File: config.mk
export PLATFORM = sky130hd
export DESIGN_NAME = ipr_search
export DESIGN_NICKNAME = d
export VERILOG_FILES = /design/src/rtl/ipr_pkg.sv /design/src/rtl/ipr_search.sv
export SDC_FILE = /design/constraint.sdc
export NUM_CORES = 1
export LEC_CHECK = 0
export BUFFER_PORTS_ARGS = -buffer_cell sky130_fd_sc_hd__buf_2
export CAP_MARGIN = 20
export CORE_ASPECT_RATIO = 2
export CORE_UTILIZATION = 34
export DETAILED_ROUTE_END_ITERATION = 8
export PLACE_DENSITY_LB_ADDON = 0.15
export SETUP_SLACK_MARGIN = 0.1
export SLEW_MARGIN = 25
export SYNTH_ARGS = -nofsm -noshare
export SYNTH_HDL_FRONTEND = slang
export SYNTH_SLANG_ARGS = --single-unit
File: constraint.sdc
create_clock -name clk_i -period 12.7 [get_ports clk_i]
set_input_delay 1.905 -clock clk_i [delete_from_list [all_inputs] [get_ports clk_i]]
set_output_delay 1.905 -clock clk_i [all_outputs]
set_load 0.005 [all_outputs]
File: src/rtl/ipr_pkg.sv
`timescale 1ns / 1ps

package ipr_pkg;

  localparam int unsigned TABLE_DEPTH_DEF = 1024;
  localparam int unsigned VALUE_BITS_DEF  = 32;
  localparam int unsigned IN_VALUE_W      = 32;
  localparam int unsigned HELD_W          = 11;

  localparam logic [1:0] MODE_CLEAR = 2'd0;
  localparam logic [1:0] MODE_LOAD  = 2'd1;
  localparam logic [1:0] MODE_QUERY = 2'd2;

  localparam logic [1:0] STAT_OK    = 2'd0;
  localparam logic [1:0] STAT_FULL  = 2'd1;
  localparam logic [1:0] STAT_ORDER = 2'd2;

  typedef struct packed {
    logic [1:0]            mode;
    logic [IN_VALUE_W-1:0] value_in;
  } in_t;

  typedef struct packed {
    logic              found;
    logic [1:0]        status;
    logic [HELD_W-1:0] ranges_held;
  } out_t;

  typedef struct packed {
    logic done;
    logic hit;
  } srch_res_t;

endpackage

File: src/rtl/ipr_search.sv
`timescale 1ns / 1ps

module ipr_search #(
  parameter int unsigned TABLE_DEPTH = 1024,
  parameter int unsigned VALUE_BITS  = 32,
  localparam int unsigned AW = $clog2(TABLE_DEPTH),
  localparam int unsigned CW = $clog2(TABLE_DEPTH + 1)
) (
  input  logic                  clk_i,
  input  logic                  rst_ni,
  input  logic                  start_i,
  input  logic [VALUE_BITS-1:0] key_i,
  input  logic [CW-1:0]         count_i,
  input  logic [VALUE_BITS-1:0] first_data_i,
  input  logic [VALUE_BITS-1:0] last_data_i,
  output logic [AW-1:0]         first_addr_o,
  output logic [AW-1:0]         last_addr_o,
  output ipr_pkg::srch_res_t    res_o
);

  import ipr_pkg::*;

  typedef enum logic [1:0] {S_IDLE, S_SEARCH, S_CHECK} state_e;

  state_e    state_q, state_d;
  logic [CW-1:0] base_q, base_d, span_q, span_d;
  logic [CW-1:0] half, upper, probe, last_idx;
  srch_res_t res_q, res_d;

  always_comb begin
    state_d = state_q;
    base_d  = base_q;
    span_d  = span_q;
    res_d   = '0;
    half    = span_q >> 1;
    upper   = base_q + (span_q - half);
    unique case (state_q)
      S_IDLE: begin
        if (start_i) begin
          base_d = '0;
          span_d = count_i;
        end
      end
      S_SEARCH: begin
        span_d = half;
        base_d = (first_data_i >= key_i) ? base_q : upper;
      end
      S_CHECK: begin
        res_d.done = 1'b1;
        res_d.hit  = ((base_q < count_i) && (first_data_i == key_i)) ||
                     ((base_q != '0) && (key_i <= last_data_i));
        state_d    = S_IDLE;
      end
      default: state_d = S_IDLE;
    endcase
    if ((state_q == S_IDLE && start_i) || state_q == S_SEARCH) begin
      state_d = (span_d != '0) ? S_SEARCH : S_CHECK;
    end
    probe        = base_d + (span_d >> 1);
    last_idx     = base_d - CW'(1);
    first_addr_o = probe[AW-1:0];
    last_addr_o  = last_idx[AW-1:0];
  end

  always_ff @(posedge clk_i or negedge rst_ni) begin
    if (!rst_ni) begin
      state_q <= S_IDLE;
      base_q  <= '0;
      span_q  <= '0;
      res_q   <= '0;
    end else begin
      state_q <= state_d;
      base_q  <= base_d;
      span_q  <= span_d;
      res_q   <= res_d;
    end
  end

  assign res_o = res_q;

endmodule

==> results of run 1 <==
synth_stat cells (all sizes together), types with 6 or more instances:
| library cell | number |
|---|---|
| a22oi | 10 |
| dfrtp | 26 |
| fa | 11 |
| nand2 | 38 |
| ha | 95 |
| o211ai | 6 |
| inv | 131 |
| xor2 | 10 |
| o21ai | 30 |
| a21o | 18 |
| mux2i | 10 |
| a21oi | 36 |
| nor4 | 7 |
| nor3 | 6 |
| nor2b | 9 |
| clkbuf | 6 |
| nor2 | 14 |
| nand3 | 9 |
| xnor2 | 16 |
| nand4 | 14 |
metal layers:
layer	vias to the layer above	GRT usage
met5	-	0
met4	0	0.09649
li1	2150	-
met3	20	0.01401
met1	1903	0.1678
met2	110	0.4358
metrics by stage:
stage	worst slack [ns]	hold WS, ns	utilization
after floorplan	4.866	0.5267	-
after global placement	3.900	0.5855	0.4150
after detailed placement	3.953	0.6026	0.4150
after CTS	3.948	0.6179	0.4234
after global routing	3.658	0.7000	0.4234
final	4.021	0.6118	0.4234
sequential cells by signal, summed over array words and instances (netlist names):
register / cells
base_q: 11
res_o: 2
span_q: 11
state_q: 2
worst min-delay path, delay by kind of cell, from the launching register on:
family           cells  cell delay (ns)
flip-flops           1             0.43
AND/OR/NAND/NOR      1             0.07
AO/OA/AOI/OAI        1             0.07
final cells by class:
| type | count | area (um^2) |
|---|---|---|
| fillers | 1343 | 7239 |
| multi-input cells | 386 | 3202 |
| repair buffers | 134 | 678.2 |
| flip-flops and latches | 26 | 650.6 |
| inverters | 131 | 491.7 |
| well taps | 150 | 187.7 |
| clock buffers | 3 | 75.07 |
| clock inverters | 1 | 30.03 |
how the worst max path moves through the flow:
stage,start,end,slack [ns],cells after the start
after detailed placement,key_i[7],first_addr_o[9],3.95,21
after CTS,key_i[7],first_addr_o[9],3.95,21
after global routing,key_i[11],first_addr_o[9],3.66,21
after global placement,key_i[7],first_addr_o[9],3.90,21
after floorplan,key_i[29],first_addr_o[9],4.87,20
final,key_i[10],first_addr_o[9],4.02,21
kinds of logic after synthesis:
group | count (synthesis) | synth area share
buf+inv | 139 | 0.1215
mux | 11 | 0.02539
flops | 26 | 0.1484
compound gates | 131 | 0.2000
fa+ha+maj | 106 | 0.3213
xor+xnor | 26 | 0.05192
simple gates | 112 | 0.1315
==> results.md, run 1 <==
- Outcome: complete, no violations
- Final slew viol count: 0
- Setup Total Neg Slack: 0 ns
- Most frequent cells in the layout: 131 x inv_1, 131 x buf_2, 95 x ha_1
- Placed inst area: 5210 um^2
- Post-Syn Nets: 767
- R2R Path End: base_q[9]$_DFF_PN0_
- CTS sink cnt: 26
- Initial core utilization: 0.3493
- Gpl congestion: 0.8736
- NumNets Final: 898
- Io pins: roughly 130
- Global route overflow: 0
- Metal3 WL: 537 um
- Final Critical Period: a little under 9 ns
- Clock-pin slew on the worst setup and hold paths: ~0.070 ns
- Mapped Area: around 4400 um^2
- Synthesis-stage register bit count: 26
- EDFF count, synth: 0
- R2R cell count: 11
- Top cells by area, synth: ha_1 27%, dfrtp_1 15%, inv_1 11%
- Port bufs: 131
- Ant diodes: 0
- Largest area contributor in the netlist: ha_1
- Final setup viols: 0
- TritonCTS buffer count: 3
- Sequential fraction of the synthesis area: 0.1484
- Post-DR wirelength/cell: roughly 16 um
- CP max-delay cell: a2111oi_0
- Core area: 12,550 um^2
- GRT Util Overall: 0.2028
- Die Y: 162.6 um
- Crit-path cells: buf_2 > inv_1 > ha_1 > nand4_1 > inv_1 > a221oi_2 > o211ai_2 > a2111oi_4 > buf_4 > mux2_2 > inv_1 > ha_1 > a21o_1 > a21oi_1 > o21ai_0 > a2111oi_0 > o31ai_1 > a21oi_1 > xor2_1 > xnor2_1 > buf_2
- R2R Path Start: span_q[1]$_DFF_PN0_
- Placed Instances: 827
- H-tree depth: 1
- Post-CTS Setup Repair Bufs: 0
- Worst slew pin tran: 0.8664 ns
- Final cell count without fillers: 831
- Final worst-path cycle share: 0.6834
- Routed Wire Length: 13.14 mm
- Mean Syn Cell Area: 7.959 um^2
- Hold Path Depth: 2
- PostCTS Resize Cnt: 0
- Worst Path Required: 10.80 ns
- Number of distinct library cells after synthesis: 51
- Vias per Instance: ~5.0
- Highest metal used: met4
- Clock Path Buffers: 2
- Row count: 58
- WHS Endpoint: base_q[10]$_DFFE_PN0P_
- Most frequent CP cell: inv_1
- CTS tree: yes
- Clk Latency, worst-skew pair: 0.27 ns
- Critical path type: in -> out
- Worst hold path startpoint: base_q[10]$_DFFE_PN0P_
- Vias in the first global route: 4,508
- Crit end category: output port
- Layout cells sized above 1: 0.2217
- Crit path max-delay family: compound AO/OA/AOI/OAI gates
- CP Max Fanout: 21
- Residual DRC: 0
- Worst path arrival time: 6.77 ns
- Hold WC Path Type: reg -> reg
- DIE AREA: 13,380 um^2
- Cells after synthesis: 551
- Max cap viols: 0
- RSZ-0062 raised after global routing: no
- Worst setup SP type: input port
- Clock root buffer: clkbuf_16
- Ys flop type: dfrtp_1
- Async set-reset flop share out of synthesis: 1.000
- Final Hold Vio Count: 0
- First-pass GRT wire length: 20.29 mm
- Cell area after layout: roughly 5300 um^2
- First-pass DRT Iterations: 4
- Reg2Reg Setup Slack: 9.52 ns
- Worst rel slew slack: 0.4163
- Synth Warn #: 0
- Hold_buf cts: 0
- Via count: between 4,000 and 5,000
- Clock Skews: roughly 0.0072 ns
- Area grow syn2layout: 21.20%
- Initial DRC count: 56
- DP HPWL: 11.81 mm
- Worst Path Buf+Inv: 6
- DR WL met2: 7.934 mm
- Antenna violations before repair: 0
- Largest net degree at the start of global routing: 27
- Metal1 wirelength: 4.199 mm
- Top cell type's share of synthesized area: 0.2710
- Crit-path max cell delay: roughly 0.69 ns
- Die W: 82.31 um
- F_max: 115.2 MHz
- Routed Antenna Nets: 0
Power of run 1 is not shown: default switching activity piles up to over one toggle a cycle in this logic, so the estimate is an artifact.
==> run 2, diff against run 1 <==
==> constraint.sdc (replaced) <==
create_clock -name clk_i -period 8.85 [get_ports clk_i]
set_input_delay 1.3275 -clock clk_i [delete_from_list [all_inputs] [get_ports clk_i]]
set_output_delay 1.3275 -clock clk_i [all_outputs]
set_load 0.005 [all_outputs]
==> run 2 against run 1 <==
Against the previous run:
- critical path depth down 3
- worst setup slack worse by 2.7 ns
- non-clock buffer count unchanged
- worst hold slack worse by 0.0036 ns
- sequential cell count unchanged
- register-to-register slack worse by 3.8 ns
- clock-buffer cell count unchanged
- core utilization unchanged
- global-route usage down 0.76 points
- wire length down 2.6%
==> results.md, run 2 (synthesis results as in run 1) <==
- Final Hold Vio Count: 0 (unchanged)
- First-pass GRT wire length: 19.66 mm (-3.1%)
- Clock root buffer: clkbuf_16
- # fillers: 1,306 (-2.8%)
- Crit-path max cell delay: 0.78 ns (+0.09 ns)
- Die W: 82.31 um (unchanged)
- Area grow syn2layout: 21.20% (unchanged)
- F_max: 132.1 MHz
- CTS tree: yes
- Worst setup SP type: input port
- Initial core utilization: 0.3493 (unchanged)
- Worst Path Buf+Inv: 3 (-3)
- Setup ws final: 1.278 ns (-2.743 ns)
- Layout cells sized above 1: 0.2217 (unchanged)
- CTS sink cnt: 26 (unchanged)
- Clk Latency, worst-skew pair: 0.27 ns (about the same)
- Final setup viols: 0 (unchanged)
- Post-place setup slack: 1.132 ns (-2.821 ns)
- CP max-delay cell: mux2i_1
- Crit-path cells: buf_2 > inv_1 > ha_1 > a21o_1 > a21o_1 > a221oi_2 > nand3_2 > a2111oi_4 > mux2i_1 > ha_1 > a21oi_1 > o21ai_0 > a2111oi_0 > o31ai_1 > a21oi_1 > xor2_1 > xnor2_1 > buf_2
- Worst slew pin tran: 0.8274 ns (-0.03898 ns)
- Final worst-path cycle share: 0.8556
- Routed Wire Length: 12.80 mm (-2.6%)
- Residual DRC: 0 (unchanged)
- Worst path arrival time: 6.24 ns (-0.53 ns)
- NumNets Final: 898 (unchanged)
- Core area: 12,550 um^2 (unchanged)
- Io pins: 132 (unchanged)
- Placed inst area: 5210 um^2 (unchanged)
- First-pass DRT Iterations: 5 (+1)
- Vias per Instance: 5.069 (+0.69%)
- DIE AREA: 13,380 um^2 (unchanged)
- Via count: 4,212 (+0.69%)
- Worst rel slew slack: 0.4326 (+0.01631)
- Hold WC Path Type: reg -> reg
- DP HPWL: 11.59 mm (-1.9%)
- H-tree depth: 1 (unchanged)
- Die Y: 162.6 um (unchanged)
- Top flop regs: base_q x11, span_q x11
- Final slew viol count: 0 (unchanged)
- Port bufs: 131 (unchanged)
- Crit end category: output port
- Post-DR wirelength/cell: 15.41 um (-2.6%)
- Gpl congestion: 0.8398 (-3.9%)
- Post-CTS Setup Repair Bufs: 0 (unchanged)
- Clock Path Buffers: 2 (unchanged)
- Setup Total Neg Slack: 0 ns (unchanged)
- Worst Path Required: 7.52 ns (-3.28 ns)
- Most frequent cells in the layout: 131 x inv_1, 131 x buf_2, 95 x ha_1
- Hold_buf cts: 0 (unchanged)
- Cell area after layout: 5315 um^2 (unchanged)
- CP Max Fanout: 9 (-57%)
- Area of the multi-input gates: 3202 um^2 (unchanged)
- Global route overflow: 0 (unchanged)
- Routed Antenna Nets: 0 (unchanged)
- Final Critical Period: 7.572 ns
- Max cap viols: 0 (unchanged)
- Critical path type: in -> out
- Largest net degree at the start of global routing: 27 (unchanged)
- Crit path max-delay family: compound AO/OA/AOI/OAI gates
- GRT Util Overall: 0.1952 (-0.007591)
- Clock Skews: 0.006268 ns (-0.0009096 ns)
- RSZ-0062 raised after global routing: no
- Initial DRC count: 72 (+29%)
- PostCTS Resize Cnt: 0 (unchanged)
- Reg area: 650.6 um^2 (unchanged)
- Antenna violations before repair: 0 (unchanged)
- Row count: 58 (unchanged)
- Vias in the first global route: 4,424 (-1.9%)
- TritonCTS buffer count: 3 (unchanged)
- Final hold slack: 0.6082 ns (-0.003602 ns)
- Clock-pin slew on the worst setup and hold paths: 0.07 ns (about the same)
- Ant diodes: 0 (unchanged)
- Outcome: complete, no violations
run 2: worst paths after layout:
check                                        from                endpoint  slack [ns]  cells past startpoint
hold reg to reg            base_q[10]$_DFFE_PN0P_  base_q[10]$_DFFE_PN0P_        0.61                      2
setup reg to reg              span_q[1]$_DFF_PN0_  base_q[10]$_DFFE_PN0P_        5.72                     10
hold / removal             base_q[10]$_DFFE_PN0P_  base_q[10]$_DFFE_PN0P_        0.61                      2
min in group asynchronous                  rst_ni      res_o[0]$_DFF_PN0_        1.06                      1
max in group asynchronous                  rst_ni     span_q[1]$_DFF_PN0_        7.37                      1
setup / recovery                        key_i[29]         first_addr_o[9]        1.28                     18
run 2: final cells by class:
class / instances / area share
Clock buffer: 3 / 0.01412
Multi-Input combinational cell: 386 / 0.6024
Clock inverter: 1 / 0.005650
Sequential cell: 26 / 0.1224
Inverter: 131 / 0.09251
Tap cell: 150 / 0.03531
Timing Repair Buffer: 134 / 0.1276
run 2: worst min-delay path: cells and delay by family (launching register included):
kind	cells	cell delay [ns]
AO/OA/AOI/OAI	1	0.09
AND/OR/NAND/NOR	1	0.07
flip-flops	1	0.41
run 2: layer usage:
metal	track usage	part of all wire	up-vias
li1	-	-	2145
met5	0	0	-
met1	0.1633	0.32	1927
met4	0.06938	0.025	0
met2	0.4309	0.61	122
met3	0.01008	0.041	18
run 2: metrics by stage:
step | instances | utilization
2_1_floorplan | 551 | -
3_3_place_gp | 827 | 0.4150
3_5_place_dp | 827 | 0.4150
4_1_cts | 831 | 0.4234
5_1_grt | 831 | 0.4234
6_report | 831 | 0.4234
Power of run 2 is left out for the same reason.
==> run 3, diff against run 2 <==
--- a/config.mk
+++ b/config.mk
@@ -11,6 +11,7 @@
 export CORE_UTILIZATION = 34
 export DETAILED_ROUTE_END_ITERATION = 8
 export PLACE_DENSITY_LB_ADDON = 0.15
+export RECOVER_POWER = 100
 export SETUP_SLACK_MARGIN = 0.1
 export SLEW_MARGIN = 25
 export SYNTH_ARGS = -nofsm -noshare
==> run 3 against run 2 <==
Against the previous run:
- wire length up 0.25%
- worst setup slack lost 0.14 ns
- final cell count unchanged
- sequential share of layout area grew 0.11 points
- clock-buffer cell count is the same
- core utilization shrank 0.37 points
- global-route usage unchanged
- via count is essentially flat
- die area unchanged
- first-iteration DRC count increased by 1.4%
- non-clock buffer count stayed put
- fmax decreased by 1.8%
- critical path type unchanged
==> results.md, run 3 (synthesis results as in run 1) <==
- Outcome: complete, no violations
- Final cell count without fillers: 831 (unchanged)
- Setup Total Neg Slack: 0 ns (unchanged)
- Initial DRC count: 73 (+1.4%)
- Port bufs: 131 (unchanged)
- Clock-pin slew on the worst setup and hold paths: 0.07 ns (about the same)
- Clock root buffer: clkbuf_16
- Die Y: 162.6 um (unchanged)
- DIE AREA: 13,380 um^2 (unchanged)
- Hold_buf cts: 0 (unchanged)
- CP Max Fanout: 13 (+4)
- CTS tree: yes
- Most common cell after layout, fill and taps aside: inv_1
- Die W: 82.31 um (unchanged)
- Clock Skews: 0.006944 ns (+0.0006763 ns)
- Final setup viols: 0 (unchanged)
- Clk Latency, worst-skew pair: 0.27 ns (about the same)
- Max cap viols: 0 (unchanged)
- Io pins: 132 (unchanged)
- Post-DR wirelength/cell: 15.44 um (+0.25%)
- Worst rel slew slack: 0.009666 (-0.4230)
- Hold WC Path Type: reg -> reg
- CTS sink cnt: 26 (unchanged)
- Antenna violations before repair: 0 (unchanged)
- Vias per Instance: 5.071 (about the same)
- GRT Util Overall: 0.1952 (unchanged)
- F_max: 129.6 MHz (-1.8%)
- Vias in the first global route: 4,424 (unchanged)
- Final worst-path cycle share: 0.8718 (+0.01611)
- Ant diodes: 0 (unchanged)
- First-pass DRT Iterations: 5 (unchanged)
- RSZ-0062 raised after global routing: no
- R2R cell count: 10 (unchanged)
- Crit end category: output port
- Largest net degree at the start of global routing: 27 (unchanged)
- Top flop regs: base_q x11, span_q x11
- Final Hold Vio Count: 0 (unchanged)
- Post-CTS Setup Repair Bufs: 0 (unchanged)
- Gpl congestion: 0.8398 (unchanged)
- Global route overflow: 0 (unchanged)
- Worst setup SP type: input port
- Worst path arrival time: 6.39 ns (+0.15 ns)
- Final Critical Period: 7.715 ns (+0.1426 ns)
- Area grow syn2layout: 20.14%
- Most frequent cells in the layout: 131 x inv_1, 109 x buf_2, 95 x ha_1
- Critical path type: in -> out
- Final slew viol count: 0 (unchanged)
- Layout cells sized above 1: 0.1865 (-0.03524)
- First-pass GRT wire length: 19.66 mm (unchanged)
- Via count: 4,214 (+0.047%)
- TritonCTS buffer count: 3 (unchanged)
- Residual DRC: 0 (unchanged)
- Placed Instances: 827 (unchanged)
- Row count: 58 (unchanged)
- DP HPWL: 11.59 mm (unchanged)
- Clock Path Buffers: 2 (unchanged)
- # fillers: 1,313 (+0.54%)
- PostCTS Resize Cnt: 0 (unchanged)
- NumNets Final: 898 (unchanged)
- Core area: 12,550 um^2 (unchanged)
- Routed Wire Length: 12.83 mm (+0.25%)
- Worst Path Required: 7.52 ns (about the same)
- Initial core utilization: 0.3493 (unchanged)
- Routed Antenna Nets: 0 (unchanged)
- Hold Path Depth: 2 (unchanged)
- H-tree depth: 1 (unchanged)
- Worst slew pin tran: 1.486 ns (+0.6581 ns)
==> run 3: cell count changes in the layout (fill, tap and decap cells not counted), moves of 2 or more <==
cell,before,now
buf_4,3,1
buf_2,131,109
clkbuf_2,0,4
clkbuf_1,0,19
==> run 3: final cells by class <==
class,count,area [um^2],area share
inverters,131,491.7,0.09333
well taps,150,187.7,0.03562
repair buffers,134,648.1,0.1230
multi-input cells,386,3186,0.6046
flip-flops and latches,26,650.6,0.1235
clock inverters,1,30.03,0.005699
clock buffers,3,75.07,0.01425
==> run 3: per-layer routing <==
layer,up-vias,track usage,share of wire
met2,116,0.4309,0.61
met5,-,0,0
met3,20,0.01008,0.040
met1,1933,0.1633,0.32
li1,2145,-,-
met4,0,0.06938,0.026
==> run 3: path summary, 6_finish.rpt <==
check | to | from | slack (ns)
max in group asynchronous | span_q[1]$_DFF_PN0_ | rst_ni | 6.57
hold / removal | base_q[10]$_DFFE_PN0P_ | base_q[10]$_DFFE_PN0P_ | 0.60
setup / recovery | first_addr_o[9] | key_i[29] | 1.13
setup reg to reg | base_q[10]$_DFFE_PN0P_ | span_q[1]$_DFF_PN0_ | 5.74
hold reg to reg | base_q[10]$_DFFE_PN0P_ | base_q[10]$_DFFE_PN0P_ | 0.60
min in group asynchronous | res_o[0]$_DFF_PN0_ | rst_ni | 1.39
==> run 3: per-stage QoR <==
step | worst slack [ns] | util | area [um^2] | hold slack, ns
3_3_place_gp | 1.155 | 0.4150 | 5210 | 0.5737
2_1_floorplan | 2.171 | - | 4385 | 0.5267
5_1_grt | 0.5764 | 0.4197 | 5269 | 0.6607
6_report | 1.135 | 0.4197 | 5269 | 0.5998
3_5_place_dp | 1.132 | 0.4150 | 5210 | 0.5909
4_1_cts | 1.119 | 0.4234 | 5315 | 0.6141
==> run 3: worst max-delay path: stages <==
cell and delay (ns):
clkbuf_1 0.12, inv_1 0.06, ha_1 0.30, a21o_1 0.16, a21o_1 0.17, a221oi_1 0.25
nand3_1 0.22, a2111oi_4 0.66, clkbuf_1 0.65, mux2i_1 0.58, ha_1 0.37, a2111oi_0 0.63
o31ai_1 0.18, a21oi_1 0.24, xor2_1 0.20, xnor2_1 0.14, clkbuf_1 0.13
Power of run 3 is left out for the same reason.
